$ cat src/rtl/pbb_pkg.sv
// shared constants, types and helpers for the page bitmap blit core
package pbb_pkg;

    localparam int DISPLAY_WIDTH  = 128;
    localparam int DISPLAY_HEIGHT = 32;
    localparam int DISP_PAGES     = DISPLAY_HEIGHT / 8;
    localparam int FB_DEPTH       = 512;
    localparam int FB_AW          = $clog2(FB_DEPTH);
    localparam int ADDR_CALC_W    = 18;

    localparam int S_TDATA_W = 24;
    localparam int S_TUSER_W = 3;
    localparam int M_TDATA_W = 24;
    localparam int M_TUSER_W = 1;
    localparam int CFG_IDX_W = 3;

    localparam int Q_DEPTH = 2;
    localparam int Q_AW    = $clog2(Q_DEPTH);

    localparam logic [1:0] FUNC_BLIT  = 2'd0;
    localparam logic [1:0] FUNC_READ  = 2'd1;
    localparam logic [1:0] FUNC_WRITE = 2'd2;

    localparam logic KIND_WRITE = 1'b0;
    localparam logic KIND_READ  = 1'b1;

    localparam logic [CFG_IDX_W-1:0] CFG_ORIGIN_X     = 3'd0;
    localparam logic [CFG_IDX_W-1:0] CFG_ORIGIN_Y     = 3'd1;
    localparam logic [CFG_IDX_W-1:0] CFG_SLICE_WIDTH  = 3'd2;
    localparam logic [CFG_IDX_W-1:0] CFG_SLICE_PAGES  = 3'd3;
    localparam logic [CFG_IDX_W-1:0] CFG_SLICE_HEIGHT = 3'd4;

    typedef struct packed {
        logic [FB_AW-1:0] addr;
        logic [7:0]       bits;
        logic [7:0]       mask;
    } op_t;

    typedef struct packed {
        logic kind;
        logic two;
        op_t  op0;
        op_t  op1;
    } cmd_t;

    // row mask of the last source page, pixel count clamped to 1..8
    function automatic logic [7:0] last_page_mask(input logic [7:0] height,
                                                  input logic [7:0] pages);
        logic signed [11:0] px;
        logic [7:0]         pm1;
        logic [7:0]         m;
        pm1 = pages - 8'd1;
        px  = $signed({4'b0000, height}) - $signed({1'b0, pm1, 3'b000});
        if (px < 12'sd1) begin
            m = 8'h01;
        end else if (px > 12'sd8) begin
            m = 8'hFF;
        end else begin
            m = 8'hFF >> (4'd8 - px[3:0]);
        end
        return m;
    endfunction

endpackage

$ cat src/rtl/pbb_front.sv
// front end: config registers, blit counters and command classification
module pbb_front (
    input  logic                            aclk,
    input  logic                            aresetn,
    input  logic                            cfg_valid,
    input  logic [pbb_pkg::CFG_IDX_W-1:0]   cfg_index,
    input  logic [7:0]                      cfg_data,
    input  logic                            s_tvalid,
    output logic                            s_tready,
    input  logic [pbb_pkg::S_TDATA_W-1:0]   s_tdata,
    input  logic [pbb_pkg::S_TUSER_W-1:0]   s_tuser,
    input  logic                            q_full,
    input  logic                            clr_busy,
    output logic                            push,
    output pbb_pkg::cmd_t                   push_cmd
);
    import pbb_pkg::*;

    logic [7:0] origin_x_reg, origin_y_reg, width_reg, pages_reg, height_reg;
    logic [7:0] col_reg, col_next;
    logic [7:0] pg_reg, pg_next;

    logic [1:0]       func;
    logic             first;
    logic [7:0]       data;
    logic [FB_AW-1:0] fb_addr;
    logic             accept;

    logic [7:0]  col_eff, pg_eff;
    logic        active;
    logic [8:0]  col_inc;
    logic        origin_on, col_in;
    logic [8:0]  col_abs;
    logic [7:0]  mask;
    logic [2:0]  yoff;
    logic [8:0]  page0;
    logic [9:0]  page1;
    logic [ADDR_CALC_W-1:0] addr0, addr1;
    logic        op0_ok, op1_ok;
    logic [15:0] bits_w, mask_w;
    logic        draw;

    assign func    = s_tuser[1:0];
    assign first   = s_tuser[2];
    assign data    = s_tdata[7:0];
    assign fb_addr = s_tdata[8 +: FB_AW];

    assign s_tready = !q_full && !clr_busy;
    assign accept   = s_tvalid && s_tready;

    assign col_eff = first ? 8'd0 : col_reg;
    assign pg_eff  = first ? 8'd0 : pg_reg;
    assign active  = (width_reg != 8'd0) && (pages_reg != 8'd0) && (pg_eff < pages_reg);
    assign col_inc = {1'b0, col_eff} + 9'd1;

    always_comb begin
        col_next = col_eff;
        pg_next  = pg_eff;
        if (active) begin
            if (col_inc >= {1'b0, width_reg}) begin
                col_next = 8'd0;
                pg_next  = pg_eff + 8'd1;
            end else begin
                col_next = col_inc[7:0];
            end
        end
    end

    assign origin_on = ({1'b0, origin_x_reg} < 9'(DISPLAY_WIDTH))
                    && ({1'b0, origin_y_reg} < 9'(DISPLAY_HEIGHT));
    assign col_abs   = {1'b0, origin_x_reg} + {1'b0, col_eff};
    assign col_in    = (col_eff < width_reg) && (col_abs < 9'(DISPLAY_WIDTH));

    assign mask = ((({1'b0, pg_eff} + 9'd1) == {1'b0, pages_reg}) && (height_reg != 8'd0))
                ? last_page_mask(height_reg, pages_reg) : 8'hFF;

    assign yoff  = origin_y_reg[2:0];
    assign page0 = {4'b0000, origin_y_reg[7:3]} + {1'b0, pg_eff};
    assign page1 = {1'b0, page0} + 10'd1;
    assign addr0 = ADDR_CALC_W'(page0) * ADDR_CALC_W'(DISPLAY_WIDTH) + ADDR_CALC_W'(col_abs);
    assign addr1 = ADDR_CALC_W'(page1) * ADDR_CALC_W'(DISPLAY_WIDTH) + ADDR_CALC_W'(col_abs);
    assign op0_ok = (page0 < 9'(DISP_PAGES)) && (addr0 < ADDR_CALC_W'(FB_DEPTH));
    assign op1_ok = (yoff != 3'd0) && (page1 < 10'(DISP_PAGES))
                 && (addr1 < ADDR_CALC_W'(FB_DEPTH));

    assign bits_w = {8'h00, data} << yoff;
    assign mask_w = {8'h00, mask} << yoff;
    assign draw   = active && origin_on && col_in && op0_ok;

    always_comb begin
        push_cmd = '0;
        push     = 1'b0;
        unique case (func)
            FUNC_BLIT: begin
                push               = accept && draw;
                push_cmd.kind      = KIND_WRITE;
                push_cmd.two       = op1_ok;
                push_cmd.op0.addr  = addr0[FB_AW-1:0];
                push_cmd.op0.bits  = bits_w[7:0];
                push_cmd.op0.mask  = mask_w[7:0];
                push_cmd.op1.addr  = addr1[FB_AW-1:0];
                push_cmd.op1.bits  = bits_w[15:8];
                push_cmd.op1.mask  = mask_w[15:8];
            end
            FUNC_READ: begin
                push              = accept;
                push_cmd.kind     = KIND_READ;
                push_cmd.op0.addr = fb_addr;
            end
            FUNC_WRITE: begin
                push              = accept;
                push_cmd.kind     = KIND_WRITE;
                push_cmd.op0.addr = fb_addr;
                push_cmd.op0.bits = data;
                push_cmd.op0.mask = 8'hFF;
            end
            default: begin
                push = 1'b0;
            end
        endcase
    end

    always_ff @(posedge aclk) begin
        if (!aresetn) begin
            origin_x_reg <= '0;
            origin_y_reg <= '0;
            width_reg    <= '0;
            pages_reg    <= '0;
            height_reg   <= '0;
            col_reg      <= '0;
            pg_reg       <= '0;
        end else begin
            if (cfg_valid) begin
                unique case (cfg_index)
                    CFG_ORIGIN_X:     origin_x_reg <= cfg_data;
                    CFG_ORIGIN_Y:     origin_y_reg <= cfg_data;
                    CFG_SLICE_WIDTH:  width_reg    <= cfg_data;
                    CFG_SLICE_PAGES:  pages_reg    <= cfg_data;
                    CFG_SLICE_HEIGHT: height_reg   <= cfg_data;
                    default: ;
                endcase
            end
            if (accept && (func == FUNC_BLIT)) begin
                col_reg <= col_next;
                pg_reg  <= pg_next;
            end
        end
    end

endmodule

$ cat config.mk
export PLATFORM = sky130hd
export DESIGN_NAME = pbb_front
export DESIGN_NICKNAME = d
export VERILOG_FILES = /design/src/rtl/pbb_pkg.sv /design/src/rtl/pbb_front.sv
export SDC_FILE = /design/constraint.sdc
export NUM_CORES = 1
export LEC_CHECK = 0
export BUFFER_PORTS_ARGS = -buffer_cell sky130_fd_sc_hd__buf_2
export CAP_MARGIN = 20
export CELL_PAD_IN_SITES_DETAIL_PLACEMENT = 0
export CELL_PAD_IN_SITES_GLOBAL_PLACEMENT = 1
export CORE_ASPECT_RATIO = 0.75
export CORE_MARGIN = 2
export CORE_UTILIZATION = 41
export DETAILED_ROUTE_END_ITERATION = 8
export PLACE_DENSITY = 0.91
export SLEW_MARGIN = 20
export SYNTH_ARGS = -nofsm -noshare
export SYNTH_HDL_FRONTEND = slang
export SYNTH_SLANG_ARGS = --single-unit
$ cat constraint.sdc
create_clock -name aclk -period 7.28 [get_ports aclk]
set_input_delay 1.82 -clock aclk [delete_from_list [all_inputs] [get_ports aclk]]
set_output_delay 1.82 -clock aclk [all_outputs]
set_load 0.01 [all_outputs]
* Word-level counts from Yosys, hierarchy flattened
Index checks and enable logic that the tools add are counted.
Operators by class: order comparisons 12, equality and inequality tests 7, shift-type cells 3, add/subtract/negate cells 11, reduce and logical (&&, ||, !) cells 29, muxes and demuxes 15
Operator list (count):
- $mux 8 | 9
- $pmux 16 s2 | 1
- $shl 8x3->16 | 2
- $mux 25 | 1
- $reduce_bool 8->1 | 3
- $add 17x9->18 | 1
- $add 8x1->9 const B | 2
- $lt 18x10->1 const B | 1
- $pmux 9 s2 | 1
- $add 16x9->17 | 1
- $lt 17x10->1 const B | 1
- $lt 8x8->1 | 2
- $logic_and 1x1->1 | 15
- $gt 12x5->1 const B | 1
- $lt 12x2->1 const B | 1
- $sub 8x11->12 | 1
- $add 9x1->10 const B | 1
- $lt 10x3->1 const B | 1
- $reduce_and 2->1 | 5
- $add 5x8->9 | 1
- $add 8x8->9 | 1
- $eq 9x8->1 | 1
- $ge 9x8->1 | 1
- $lt 9x3->1 const B | 1
- 19 further kinds | 22
Word-level totals: bits in registers 56, input bits 44, output and inout bits 54

* Depth between registers and ports, before layout
word-level depth 9, mapped depth 20, mapped depth without buffers 18

* Worst setup path after synthesis
Ideal clock, no wire load.
kind in2out, start input port s_tuser[2] (netlist bit), end output port push, required time 5460 ps, buffers on the path 3, data arrival time 5293 ps, setup slack 167 ps, stages on the path 19, cell sequence buf_4 -> clkbuf_1 -> clkbuf_1 -> nor2b_1 -> ha_1 -> a21o_1 -> a21oi_1 -> o21bai_1 -> a21oi_1 -> o21bai_1 -> a21oi_1 -> xnor2_1 -> ha_1 -> fa_1 -> nor4_1 -> nand4_1 -> nor4_1 -> o21ai_0 -> o31ai_1
On the way: cells in the longest elaborated chain, start to end 8, elaborated cells between the ends (all ways) 18
RTL lines:
- start, declared | line pbb_front.sv:11 | input logic [pbb_pkg::S_TUSER_W-1:0] s_tuser,
- $mux 8 (on tied branches) | line pbb_front.sv:51, pbb_front.sv:52
- $add 8x8->9 (tied with other cells) | line pbb_front.sv:71 | assign col_abs = {1'b0, origin_x_reg} + {1'b0, col_eff};
- $add 16x9->17 (tied with other cells) | line pbb_front.sv:80 | assign addr0 = ADDR_CALC_W'(page0) * ADDR_CALC_W'(DISPLAY_WIDTH) + ADDR_CALC_W'(col_abs);
- $lt 17x10->1 (tied with other cells) | line pbb_front.sv:82 | assign op0_ok = (page0 < 9'(DISP_PAGES)) && (addr0 < ADDR_CALC_W'(FB_DEPTH));
- $logic_and 1x1->1 (on tied branches) | line pbb_front.sv:82, pbb_front.sv:88
- $logic_and 1x1->1 * | line pbb_front.sv:88 | assign draw = active && origin_on && col_in && op0_ok;
- $logic_and 1x1->1 * | line pbb_front.sv:95 | push = accept && draw;
- $pmux 1 s2 * | line pbb_front.sv:93 | unique case (func)
- end, declared | line pbb_front.sv:14 | output logic push,
Every way passes the cells marked *; elsewhere a longest branch is shown, timed or not.

* Final worst setup path
Same ends and word-level chain as after synthesis.

==> metrics <==
DR WL/cell=around 15 microns; ant diodes=0; Tcrit/Tclk final=0.960; flops & latches, synth=56; Total GRT Usage=0.216; Setup CP Type=input port to output port; Period minus WS final=around 7 ns; crit end category=output port; Power, Total=~750 uW; Warnings, synthesis=0; final wirelength=15100 microns; Flop pwr share=0.424; Clk Latency, worst-skew pair=about 0.30 ns; Sw Ratio=0.276; drt first-iter violations=304; CTS tree=done; vias in the first global route=slightly below 5k; clock network power share=0.394; Worst Skew=a little under 0.006 ns; Clock Sinks=56; Worst Hold Class=flip-flop to flip-flop; overall die height=between 100 and 150 microns; Port Buffer Count=88; first-pass GRT wire length=24600 microns; CTS Hold Buffers Added=0; largest net degree at the start of global routing=52; WP data required=between 5 and 6 ns; initial core utilization=0.417; Max Transition Viols Final=0; Rel. slew slack=0.322; H-tree levels=2; largest area contributor in the netlist=dfxtp_1; Residual DRC=0; crit path DAT=roughly 5.2 ns; most common cell after layout, fill and taps aside=nand2_1; Syn Area/Cell=7.13 sq um; FFs w/ async S/R, synth=0; routability congestion estimate=around 0.85; # nets final=932; DRT Pass-1 Iters=4; Net Sw Power=207 uW; initial antenna violation count=0; Die X=136 microns; Synth cell types=65; internal power=roughly 540 uW; share of cells above drive strength 1=0.156; die area=between 10000 and 15000 sq um; top-area cell type share of the netlist area=0.209; combinational power share=0.182; Slew @ Worst Pin=1.01 ns; setup violators final=0; GRT overflow=0; Post-synth EDFFs=0; core region area=12900 sq um; Root Buffer=clkbuf_16; Max Freq=143 MHz; area grow syn2layout=14.5%; I/O pins=about 100; max_cap viols=0; Final Hold Viols=0; post-synthesis cell count=around 750; CTS Buffer Depth=2; Main synth FF type=dfxtp_1; PwrDens=approximately 120 nW/um^2; clock buffer count from CTS=5; Final Hold Slack=between 0.4 and 0.5 ns; count of non-filler cells in the finished layout=between 900 and 1k; Max IR drop VDD=~79 uV; sequential share of the synthesized area=0.209; Via density=5.49; HPWL reported at the end of detailed placement=roughly 12000 microns; placed cell count=between 900 and 1k; via count=around 5.5k; CP Launch Type=input port; status=finished, final reports clean; worst-path maximum fanout=3; Post-Syn Area=approximately 5400 sq um; commonest non-fill, non-tap cells in the layout=125 x nand2_1, 88 x buf_2, 84 x a21oi_1, 60 x nor2_1, 57 x ha_1; Placement Rows=36; leakage power=between 0.002 and 0.003 uW; top cells by area, synth=dfxtp_1 21%, ha_1 13%, nand2_1 8.7%; Post-DRT Antenna Nets=0; Worst-path clk slew=0.07 ns
-- cells by family after synthesis --
kind of cell	Yosys count	synth area share
multiplexers	18	0.0345
adder cells (fa/ha/maj)	62	0.151
AND/OR/NAND/NOR	314	0.279
other	1	0.000698
buffers and inverters	84	0.0631
AO/OA/AOI/OAI	198	0.228
XOR/XNOR	21	0.0342
flip-flops	56	0.209
-- what timing repair did --
item	4_1_cts	5_1_grt
buffers inserted	0	0
endpoints found under the setup margin	0	1
gates resized for setup	0	2
-- layout make-up --
class,count,area (sq um)
inverters,49,184
multi-input cells,615,3930
well taps,171,214
clock buffers,7,153
flip-flops and latches,56,1120
fillers,1356,6730
repair buffers,99,523
clock inverters,1,30.0
-- cell usage after synthesis (3+ instances only) --
cell	number
inv_1	46
buf_4	3
nor4_1	9
a22oi_1	5
xor2_1	5
nand4b_1	3
nand2_1	125
o31ai_1	3
o22ai_1	4
nand4_1	8
fa_1	5
and2_1	6
o21ai_0	36
a31oi_1	10
nor3_1	17
a21oi_1	85
a211oi_1	5
and3_1	10
a2111oi_0	3
clkinv_1	3
mux2i_1	14
nor2b_1	28
clkbuf_1	27
nor2_1	60
o21ai_1	5
xnor2_1	16
o21a_1	3
dfxtp_1	56
nand3_1	27
buf_2	3
nand2b_1	10
o21bai_1	4
a32oi_1	6
mux2_2	4
ha_1	57
a21o_1	8
-- per-layer routing --
metal  track usage  share of wire  vias to the layer above
met4        0.0473          0.012                        0
li1              -              -                     2789
met1         0.308           0.49                     2543
met3        0.0241          0.046                       16
met5             0              0                        -
met2         0.352           0.45                      136
-- through the flow --
stage / setup TNS (ns) / setup WS, ns / cell area (sq um) / util
global placement: 0 / 0.280 / 5960 / 0.463
detailed placement: 0 / 0.257 / 5960 / 0.463
global route: -0.0293 / -0.0293 / 6150 / 0.478
floorplan: 0 / 0.167 / 5380 / -
finish: 0 / 0.291 / 6150 / 0.478
CTS: 0 / 0.234 / 6140 / 0.477
-- power by group through the flow --
stage	Combinational [uW]	Sequential [uW]	Clock, uW
finish	137	319	296
detailed placement	136	326	0
CTS	136	318	301
global placement	135	326	0
floorplan	89.7	321	0
global route	154	319	314
-- worst max-delay path, stage by stage --
cell and delay [ns]:
buf_2 0.11, inv_1 0.07, nand2_1 0.11, inv_1 0.14, ha_1 0.25, a21o_1 0.16
a21oi_1 0.22, o21bai_1 0.11, a21oi_2 0.17, o21bai_1 0.08, a21oi_1 0.18, xnor2_1 0.14
ha_1 0.23, fa_1 0.37, nor4_2 0.21, nand4_1 0.10, nor4_1 0.17, o21ai_0 0.13
o31ai_1 0.21, buf_2 0.17
-- path summary, 6_finish.rpt --
check	start	end	depth (start not counted)	slack, ns
setup reg to reg	col_reg[0]$_SDFFE_PN0P_	col_reg[5]$_SDFFE_PN0P_	14	3.98
hold / removal	width_reg[1]$_SDFFE_PN0P_	width_reg[1]$_SDFFE_PN0P_	2	0.49
hold reg to reg	width_reg[1]$_SDFFE_PN0P_	width_reg[1]$_SDFFE_PN0P_	2	0.49
setup / recovery	s_tuser[2]	push	20	0.29
No activity file was read; power rests on OpenSTA's default activity.
