`src/rtl/pbb_pkg.sv`:
```
// shared constants, types and helpers for the page bitmap blit core
package pbb_pkg;

    localparam int DISPLAY_WIDTH  = 128;
    localparam int DISPLAY_HEIGHT = 32;
    localparam int DISP_PAGES     = DISPLAY_HEIGHT / 8;
    localparam int FB_DEPTH       = 512;
    localparam int FB_AW          = $clog2(FB_DEPTH);
    localparam int ADDR_CALC_W    = 18;

    localparam int S_TDATA_W = 24;
    localparam int S_TUSER_W = 3;
    localparam int M_TDATA_W = 24;
    localparam int M_TUSER_W = 1;
    localparam int CFG_IDX_W = 3;

    localparam int Q_DEPTH = 2;
    localparam int Q_AW    = $clog2(Q_DEPTH);

    localparam logic [1:0] FUNC_BLIT  = 2'd0;
    localparam logic [1:0] FUNC_READ  = 2'd1;
    localparam logic [1:0] FUNC_WRITE = 2'd2;

    localparam logic KIND_WRITE = 1'b0;
    localparam logic KIND_READ  = 1'b1;

    localparam logic [CFG_IDX_W-1:0] CFG_ORIGIN_X     = 3'd0;
    localparam logic [CFG_IDX_W-1:0] CFG_ORIGIN_Y     = 3'd1;
    localparam logic [CFG_IDX_W-1:0] CFG_SLICE_WIDTH  = 3'd2;
    localparam logic [CFG_IDX_W-1:0] CFG_SLICE_PAGES  = 3'd3;
    localparam logic [CFG_IDX_W-1:0] CFG_SLICE_HEIGHT = 3'd4;

    typedef struct packed {
        logic [FB_AW-1:0] addr;
        logic [7:0]       bits;
        logic [7:0]       mask;
    } op_t;

    typedef struct packed {
        logic kind;
        logic two;
        op_t  op0;
        op_t  op1;
    } cmd_t;

    // row mask of the last source page, pixel count clamped to 1..8
    function automatic logic [7:0] last_page_mask(input logic [7:0] height,
                                                  input logic [7:0] pages);
        logic signed [11:0] px;
        logic [7:0]         pm1;
        logic [7:0]         m;
        pm1 = pages - 8'd1;
        px  = $signed({4'b0000, height}) - $signed({1'b0, pm1, 3'b000});
        if (px < 12'sd1) begin
            m = 8'h01;
        end else if (px > 12'sd8) begin
            m = 8'hFF;
        end else begin
            m = 8'hFF >> (4'd8 - px[3:0]);
        end
        return m;
    endfunction

endpackage

```
`src/rtl/pbb_queue.sv`:
```
// command queue between the classifying front and the memory back end
module pbb_queue (
    input  logic          aclk,
    input  logic          aresetn,
    input  logic          push,
    input  pbb_pkg::cmd_t push_cmd,
    output logic          full,
    input  logic          pop,
    output logic          head_valid,
    output pbb_pkg::cmd_t head_cmd
);
    import pbb_pkg::*;

    cmd_t            mem [Q_DEPTH];
    logic [Q_AW-1:0] wr_ptr_reg, wr_ptr_next;
    logic [Q_AW-1:0] rd_ptr_reg, rd_ptr_next;
    logic [Q_AW:0]   count_reg, count_next;

    assign full       = (count_reg == (Q_AW+1)'(Q_DEPTH));
    assign head_valid = (count_reg != '0);
    assign head_cmd   = mem[rd_ptr_reg];

    always_comb begin
        wr_ptr_next = push ? wr_ptr_reg + 1'b1 : wr_ptr_reg;
        rd_ptr_next = pop ? rd_ptr_reg + 1'b1 : rd_ptr_reg;
        count_next  = count_reg;
        if (push && !pop) begin
            count_next = count_reg + 1'b1;
        end else if (pop && !push) begin
            count_next = count_reg - 1'b1;
        end
    end

    always_ff @(posedge aclk) begin
        if (!aresetn) begin
            wr_ptr_reg <= '0;
            rd_ptr_reg <= '0;
            count_reg  <= '0;
        end else begin
            wr_ptr_reg <= wr_ptr_next;
            rd_ptr_reg <= rd_ptr_next;
            count_reg  <= count_next;
        end
    end

    always_ff @(posedge aclk) begin
        if (push) begin
            mem[wr_ptr_reg] <= push_cmd;
        end
    end

endmodule

```
`config.mk`:
```
export PLATFORM = sky130hd
export DESIGN_NAME = pbb_queue
export DESIGN_NICKNAME = d
export VERILOG_FILES = /design/src/rtl/pbb_pkg.sv /design/src/rtl/pbb_queue.sv
export SDC_FILE = /design/constraint.sdc
export NUM_CORES = 1
export LEC_CHECK = 0
export BUFFER_PORTS_ARGS = -buffer_cell sky130_fd_sc_hd__buf_2
export CORE_UTILIZATION = 40
export DETAILED_ROUTE_END_ITERATION = 10
export GPL_TIMING_DRIVEN = 0
export PLACE_DENSITY = 0.66
export SYNTH_ARGS = -nofsm -noshare
export SYNTH_HDL_FRONTEND = slang
export SYNTH_SLANG_ARGS = --single-unit
```
`constraint.sdc`:
```
create_clock -name aclk -period 3 [get_ports aclk]
set_input_delay 0.3 -clock aclk [delete_from_list [all_inputs] [get_ports aclk]]
set_output_delay 0.3 -clock aclk [all_outputs]
set_load 0.1 [all_outputs]
```
After elaboration in Yosys (flattened, before gate mapping)
Memory sizes are Yosys's and may differ from the RTL's. A register that Yosys moved wholly into a read port is not among the register bits.
Index checks and enable logic that the tools add are counted.
- register bits: 4
- RAM bits: 104
- input bits: 56
- output and inout port bits: 54
- logic and storage cells: 21
- memories kept: 1
- memories (name ; words ; width ; read ports ; clocked after Yosys merged registers in ; write ports ; line ; source):
    mem ; 2 ; 52 ; 1 ; 1 ; 1 ; pbb_queue.sv:14 ; cmd_t mem [Q_DEPTH];
- add/sub/neg operators: 4
- equality and inequality tests: 1
- muxes and demuxes: 6
- reductions and logical operators: 6
- operator list (operator ; count):
    1-bit two-way mux ; 4
    2-bit two-way mux ; 2
    2-bit nonzero test ; 2
    1-bit adder (second input constant) ; 2
    2-bit by 1-bit adder with 2-bit output (second input constant) ; 1
    2-bit == test (second input constant) ; 1
    1-bit logical AND ; 2
    1-bit zero test ; 2
    2-bit by 1-bit subtractor with 2-bit output (second input constant) ; 1

Depth between registers and ports, before layout
Gate-level depths: netlist of run 1.
- depth in word-level cells: 4
- mapped depth: 5
- mapped depth without buffers: 5

Worst setup path after synthesis of run 1
No wires, ideal clock.
- kind: register to register
- start: register wr_ptr_reg
- end: memory mem[0][0] in the netlist's numbering, enable pin
- setup time: 469 ps
- arrival time: 2649 ps
- data required time: 2531 ps
- slack: -118 ps
- stages on the path, launching flop included: 2
- path buffers: 0
- clock period less this slack: 3118 ps
- cells stage by stage: dfxtp_1 nor2b_1
- RTL lines (item ; line ; source):
    start: declaration ; pbb_queue.sv:15 ; logic [Q_AW-1:0] wr_ptr_reg, wr_ptr_next;
    start signal: assignment ; pbb_queue.sv:40 ; wr_ptr_reg <= wr_ptr_next;
    end: declaration ; pbb_queue.sv:14 ;
Straight into the memory's write port.

==> reports/qor.txt, run 1 <==
Final count of negative-setup-slack endpoints: 0
Cell variety after synth: 17
WL/cell: 14.7 um
Area share of and/or/nand/nor cells after synthesis: 1.47%
FF-to-FF End: mem[1][8]
P&R area growth vs syn: 24.3%
Vias in the first global route: 2086
Core ar.: 0.00973 mm2
Status: finished, final reports clean
Post-detailed-placement half-perimeter wirelength: 4.36 mm
Clock-pin transition on the worst setup and hold timing paths: 0.10 ns
Post-layout net count: 363
Grt ovf: 0
Crit-path max FO: 10
Slowest stage delay, CP: 0.34 ns
Sink Count: 109
Vias/cell: 4.60
RePlAce Congestion: 0.623
CTS Buffer Depth: 2
GR Util All Layers: 13.1%
Avg Cell Area, Syn: 21.7 um2
Most common cell after layout, fill and taps aside: buf_2
# H-tree levels: 3
Worst path most repeated cell: buf_2
Seq/Total Area, Yosys: 80.8%
DR vias: 2044
Area of the mapped netlist: 0.00399 mm2
Max Fclk: 491 MHz
Total CTS buffers: 9
Worst EP required: 2.70 ns
Share of cells above drive strength 1: 60.8%
Power Density: 718 mW/mm2
Hold buffer count at cts: 0
Maxcap violations: 0
WP data arrival: 1.74 ns
Max FFs per register: 104
Largest net degree at the start of global routing: 29
Post-synthesis compound-gate area fraction: 0.502%
Antenna violations before repair: 0
Fin worst setup slack: 0.964 ns
Drt drc: 0
Critical path depth: 4
Final min period: 2.04 ns
DRT iter0 DRCs: 56
Slew Limit Fails: 0
CP Buf/Inv Count: 3
HP Start: push_cmd[29]
First-pass GRT wire length: 9.86 mm
Pre-CTS setup slack: 1.27 ns
Die ar.: 0.0104 mm2
Initial Utilization: 41.0%
Reg-to-reg slack, setup: 1.41 ns
Slew HR: 47.2%
Leakage power: 1.87 nW
CTS tree: yes
Worst Hold Depth: 1
DP Cell Count: 428
Nature of the critical path startpoint: register
N_diodes: 0
XOR/XNOR share of the synthesized area: 0.658%
Reg-to-reg startpoint: wr_ptr_reg
Detailed-route wire length: 6.54 mm
Post-synthesis mux area share: 14.7%
CP Class: reg2out
Final Non-Filler Cells: 444
R2R cell count: 2
First-pass DRT Iterations: 6
# IOs: 110
Min-delay worst type: in2reg
Rows: 36
Clock Root Buffer: clkbuf_8
Register Area: 0.00322 mm2
Antenna-violating nets left: 0
Largest family of logic cells by synthesized area: multiplexers
Die W: 102 um
Layout Skew: 0.00547 ns
CP Capture Type: output pin
Chip height: 102 um
Most frequent cells in the layout: buf_2, edfxtp_1, mux2_2
CP top delay family: buffers and inverters
Pwr Total: 3.56 mW
Postcts setup bufs: 0
Post-Syn Nets: 241
Cell breakdown of the critical path: buf_2 > buf_6 > mux2_2 > buf_2
Worst skew pair latency: 0.36 ns
Synth warn: 0
PostCTS Resize Cnt: 0
Period utilisation layout: 67.9%
#FFs+latches synth: 109
# fillers: 860
Hold Path End: mem[0][29]
Total count of hold-check failures in the final report: 0
Area of the multi-input gates: 712 um2
Final total negative setup slack: 0 ns
Worst-margin pin slew: 0.791 ns
Peak VDD IR: 0.000335 V
Synth Instances: 184
# port buffers: 109
Adder-cell share of the synthesized area: 0.313%
Slowest CP cell: mux2_2
RSZ-0062 raised after global routing: no
[routing by layer]
metal  wire length (um)  GRT usage [%]  vias to the layer above
li1                   -              -                      960
met1               2610           14.4                     1012
met2               3430           22.6                       68
met3                454           4.99                        4
met4                 48           5.60                        0
met5                  0              0                        -
[through the flow]
stage               utilization (%)  instance area, um2  hold WS (ns)
floorplan                         -                3990         0.399
global placement               48.4                4710         0.474
detailed placement             48.8                4750         0.491
CTS                            51.0                4960        0.0999
global route                   51.0                4960        0.0997
finish                         51.0                4960         0.126
[cells by family (layout without fill, tap and decap cells)]
group	Yosys count	in the layout
adders and majority gates	1	1
DFF	109	109
xor gates and xnor gates	3	3
AOI/OAI and AO/OA	3	3
and+or+nand+nor	9	9
muxes	52	52
buffers and inverters	7	134
[worst max path at each step]
stage / startpoint / end / slack, ns
floorplan: push / mem[0][0] / 0.88
global placement: push / mem[0][5] / -0.05
detailed placement: push / mem[0][6] / 1.27
CTS: register / head_cmd[11] / 0.89
global route: register / head_cmd[25] / 0.85
finish: register / head_cmd[22] / 0.96
[report_power, final]
part	total (mW)	internal [mW]	switching, mW
logic	0.883	0.181	0.701
clock network	0.905	0.451	0.454
registers	1.77	1.75	0.0200
total	3.56	2.39	1.18
[cell type report]
cell class                      count  area share, %
Buffer                              6           1.24
Clock buffer                       12           3.33
Clock inverter                      4          0.908
Inverter                            1         0.0756
Multi-Input combinational cell     68           14.3
Sequential cell                   109           65.0
Tap cell                          133           3.35
Timing Repair Buffer              111           11.8
[cells in the mapped netlist, drive strengths merged]
library cell  count  area share, %
a21boi            1           0.19
or3               1           0.16
xnor2             1           0.22
or2               1           0.16
nor2b             2           0.31
xor2              2           0.44
inv               1          0.094
and2b             1           0.22
mux2             52             15
o21ai             1           0.13
o21a              1           0.19
edfxtp          104             78
buf               6            1.5
ha                1           0.31
dfxtp             5            2.5
and2              4           0.63
[worst reg2reg max path: stages, from the launching register on]
cell	delay [ns]
dfxtp_1	0.39
and2_2	0.60
buf_12	0.29
No activity file was read; power rests on OpenSTA's default activity.
==> run 2: changes to the inputs <==
- clock period: 3 -> 1.8 ns (I/O delays scaled with it)
==> reports/qor.txt, run 2 (synthesis gave the netlist of run 1 again) <==
WL/cell: 14.2 um
RSZ-0062 raised after global routing: yes
Final total negative setup slack: 0 ns
Maxcap violations: 0
Share of cells above drive strength 1: 51.0%
Reg power frac: 48.5%
Reg-to-reg startpoint: wr_ptr_reg
Cell breakdown of the critical path: buf_6 > buf_8 > mux2_2 > buf_6
Clock-pin transition on the worst setup and hold timing paths: 0.09 ns
Clock power frac: 22.7%
Worst path most repeated cell: buf_6
N_diodes: 0
Min-delay worst type: in2reg
Core ar.: 0.00973 mm2
Fin worst setup slack: 0.0667 ns
Post-detailed-placement half-perimeter wirelength: 4.26 mm
Most common cell after layout, fill and taps aside: edfxtp_1
Final min period: 1.73 ns
Final hold slack: 0.0805 ns
GR Util All Layers: 14.4%
Initial Utilization: 41.0%
DRT iter0 DRCs: 38
Worst-margin pin slew: 0.739 ns
Antenna-violating nets left: 0
Total CTS buffers: 9
# fillers: 739
# H-tree levels: 3
Layout Utilization: 59.7%
Vias/cell: 4.50
Slowest CP cell: mux2_2
WP data arrival: 1.55 ns
Vias in the first global route: 2341
Crit-path max FO: 10
HP Start: aresetn
Pwr Total: 6.10 mW
Grt ovf: 0
Nature of the critical path startpoint: register
DR vias: 2232
Post-DP Area: 0.00477 mm2
Layout Skew: 0.00629 ns
Register Area: 0.00322 mm2
Cell-internal power: 4.09 mW
Post-layout net count: 415
Drt drc: 0
Slew HR: 50.7%
# port buffers: 109
First-pass GRT wire length: 10.8 mm
Sw Share: 32.9%
Largest net degree at the start of global routing: 53
Die ar.: 0.0104 mm2
Sink Count: 109
Worst skew pair latency: 0.35 ns
Crit path to: head_cmd[2]
# IOs: 110
Clock Root Buffer: clkbuf_8
Max FFs per register: 104
Final Cell Area: 0.00581 mm2
Reg-to-reg slack, setup: 0.33 ns
Antenna violations before repair: 0
Rows: 36
R2R cell count: 1
Pre-CTS setup slack: -0.0817 ns
Detailed-route wire length: 7.05 mm
CP Class: reg2out
Total count of hold-check failures in the final report: 0
Worst EP required: 1.62 ns
DP Cell Count: 428
CTS tree: yes
Area of the multi-input gates: 713 um2
Period utilisation layout: 96.3%
First-pass DRT Iterations: 4
Leakage power: 2.19 nW
P&R area growth vs syn: 45.6%
RePlAce Congestion: 0.672
Peak VDD IR: 0.000529 V
Slew Limit Fails: 0
Max Fclk: 577 MHz
Power Density: 1050 mW/mm2
Most frequent cells in the layout: edfxtp_1, buf_2, mux2_2, dlygate4sd3_1, buf_6
Chip height: 102 um
CP Capture Type: output pin
Status: finished, final reports clean
Final count of negative-setup-slack endpoints: 0
Die W: 102 um
Net switching power figure: 2.01 mW
Gate power share: 28.8%
Final Non-Filler Cells: 496
CTS Buffer Depth: 2
FF-to-FF End: mem[1][8]
Slowest stage delay, CP: 0.35 ns
[run 2: layer usage]
| layer | share of wire [%] | global-route usage [%] | vias up |
|---|---|---|---|
| met3 | 5.1 | 3.35 | 12 |
| li1 | - | - | 1066 |
| met1 | 41 | 16.4 | 1088 |
| met5 | 0 | 0 | - |
| met2 | 52 | 24.7 | 66 |
| met4 | 2.0 | 8.68 | 0 |
[run 2: area by class of cell]
cell class / count / share of cell area, %
flip-flops and latches: 109 / 55.4
well taps: 133 / 2.86
repair buffers: 163 / 24.7
clock buffers: 10 / 2.20
plain buffers: 6 / 1.57
multi-input cells: 68 / 12.3
clock inverters: 6 / 0.926
inverters: 1 / 0.0646
[run 2: how the worst min path moves through the flow]
stage	slack, ns	to	depth (start not counted)
CTS	0.05	rd_ptr_reg	2
global route	0.06	register	2
finish	0.08	count_reg[0]	2
global placement	0.37	mem[0][36]	1
floorplan	0.28	mem[0][0]	0
detailed placement	0.37	mem[1][36]	1
[run 2: what timing repair did]
| action | 4_1_cts | 5_1_grt |
|---|---|---|
| hold buffers | 52 | 0 |
| buffers inserted | 0 | 0 |
| cloned | 0 | 0 |
| hold endpoints to repair | 103 | 0 |
| endpoints found under the setup margin | 102 | 50 |
| gates resized for setup | 102 | 7 |
[run 2: power groups by stage]
stage	logic (mW)	registers [mW]	clock network, mW
2_1_floorplan	1.24	3.01	0
3_3_place_gp	1.46	3.01	0
3_5_place_dp	1.49	3.02	0
4_1_cts	1.76	2.96	1.43
5_1_grt	1.83	2.97	1.51
6_report	1.76	2.96	1.38
[run 2: critical path, delay by kind of cell (launching register included)]
family                 cells  cell delay, ns
buffers and inverters      3            0.51
muxes                      1            0.35
DFF                        1            0.33
==> run 3: changes to the inputs <==
- clock period: 1.8 -> 1.5 ns (I/O delays scaled with it)
==> reports/qor.txt, run 3 (synthesis gave the netlist of run 1 again) <==
Antenna violations before repair: 0
Failing checks: setup timing
R2R cell count: 1
Sink Count: 109
FF-to-FF End: mem[1][33]
Post-detailed-placement half-perimeter wirelength: 4.32 mm
First-pass GRT wire length: 11.3 mm
Most common cell after layout, fill and taps aside: edfxtp_1
Die W: 102 um
N_diodes: 0
Period utilisation layout: 113%
Worst EP required: 1.35 ns
Final count of negative-setup-slack endpoints: 52
Drt drc: 0
Crit-path max FO: 10
Max FFs per register: 104
Post-layout net count: 418
Final Cell Area: 0.00617 mm2
Rows: 36
Hold Path End: count_reg[0]
Power Density: 1270 mW/mm2
Largest net degree at the start of global routing: 53
Maxcap violations: 0
Share of cells above drive strength 1: 52.7%
Reg-to-reg startpoint: wr_ptr_reg
P&R area growth vs syn: 54.6%
Die ar.: 0.0104 mm2
Worst skew pair latency: 0.37 ns
Worst-margin pin slew: 0.742 ns
GR Util All Layers: 15.3%
Worst path most repeated cell: buf_12
Slew Limit Fails: 0
WP data arrival: 1.55 ns
# H-tree levels: 3
Post-DP Area: 0.00477 mm2
RePlAce Congestion: 0.633
WL/cell: 15.4 um
Reg-to-reg slack, setup: 0.10 ns
DRT iter0 DRCs: 35
Slowest stage delay, CP: 0.36 ns
# IOs: 110
Vias/cell: 4.48
Slowest CP cell: mux2_2
Fin worst setup slack: -0.200 ns
Initial Utilization: 41.0%
Peak VDD IR: 0.000625 V
Leakage power: 2.36 nW
CTS tree: yes
Detailed-route wire length: 7.68 mm
# port buffers: 109
Antenna-violating nets left: 0
Clock Root Buffer: clkbuf_8
HP Start: aresetn
Final min period: 1.70 ns
Chip height: 102 um
Pre-CTS setup slack: -0.379 ns
First-pass DRT Iterations: 4
Layout Skew: 0.0108 ns
CP Capture Type: output pin
CTS Buffer Depth: 2
RSZ-0062 raised after global routing: yes
Worst Hold Depth: 2
Status: finished, violations left
Most frequent cells in the layout: edfxtp_1, buf_2, dlygate4sd3_1
Min-delay worst type: in2reg
Max Fclk: 588 MHz
CP Class: reg2out
Nature of the critical path startpoint: register
Total count of hold-check failures in the final report: 0
Grt ovf: 0
Vias in the first global route: 2307
Slew HR: 50.5%
Cell breakdown of the critical path: buf_12 > buf_12 > mux2_2 > buf_8
DR vias: 2234
Total CTS buffers: 9
Clock-pin transition on the worst setup and hold timing paths: 0.10 ns
Core ar.: 0.00973 mm2
==> run 3: cell types whose count changed in the layout (fill, tap and decap cells not counted), sizes merged <==
cell      before  now
clkinv         4    1
clkinvlp       1    2
bufinv         1    2
buf          117  119
clkbuf        10   12
==> run 3: per-layer routing <==
| layer | part of all wire (%) | vias up | GRT usage, % |
|---|---|---|---|
| li1 | - | 1075 | - |
| met1 | 41 | 1084 | 17.4 |
| met2 | 52 | 64 | 26.4 |
| met3 | 4.9 | 11 | 3.63 |
| met4 | 2.0 | 0 | 9.01 |
| met5 | 0 | - | 0 |
==> run 3: cell type report <==
type	count	area, um2
clock inverters	5	83.8
inverters	1	3.75
fillers	723	3560
plain buffers	6	115
well taps	133	166
multi-input cells	68	773
flip-flops and latches	109	3230
clock buffers	11	141
repair buffers	166	1660
==> run 3: how the worst max path moves through the flow <==
stage          startpoint      endpoint  slack [ns]  cells past startpoint
6_report         register   head_cmd[5]       -0.20                      4
3_5_place_dp   wr_ptr_reg    mem[1][14]       -0.38                      1
4_1_cts          register  head_cmd[23]       -0.25                      4
5_1_grt          register   head_cmd[5]       -0.26                      4
2_1_floorplan  wr_ptr_reg     mem[0][0]       -0.03                      1
3_3_place_gp   wr_ptr_reg    mem[0][10]       -0.49                      1
==> run 3: power breakdown <==
part / switching (mW) / internal (mW)
sequential: 0.0462 / 3.51
clock: 0.967 / 0.990
combinational: 1.51 / 0.822
total: 2.52 / 5.32
==> run 3: critical path: cells and delay by family (launching register included) <==
family | cells | cell delay [ns]
DFF | 1 | 0.35
muxes | 1 | 0.36
buffers and inverters | 3 | 0.48
==> run 3: repair_timing <==
item                                    4_1_cts  5_1_grt
buffers inserted                              1        1
hold buffers                                 52        0
hold endpoints to repair                    104        0
cloned                                        1        0
pin swaps                                     0        0
gates resized for setup                     139       38
endpoints found under the setup margin      105       53
==> run 3: through the flow <==
| stage | hold slack (ns) | util [%] | power, mW | TNS, ns | instances |
|---|---|---|---|---|---|
| after floorplan | 0.249 | - | 5.10 | -1.37 | 184 |
| after global placement | 0.338 | 48.4 | 5.37 | -43.44 | 426 |
| after detailed placement | 0.341 | 49.0 | 5.41 | -19.69 | 428 |
| after CTS | 0.0105 | 61.7 | 7.80 | -11.26 | 498 |
| after global routing | 0.0346 | 63.4 | 8.09 | -12.05 | 499 |
| final | 0.0418 | 63.4 | 7.84 | -9.03 | 499 |
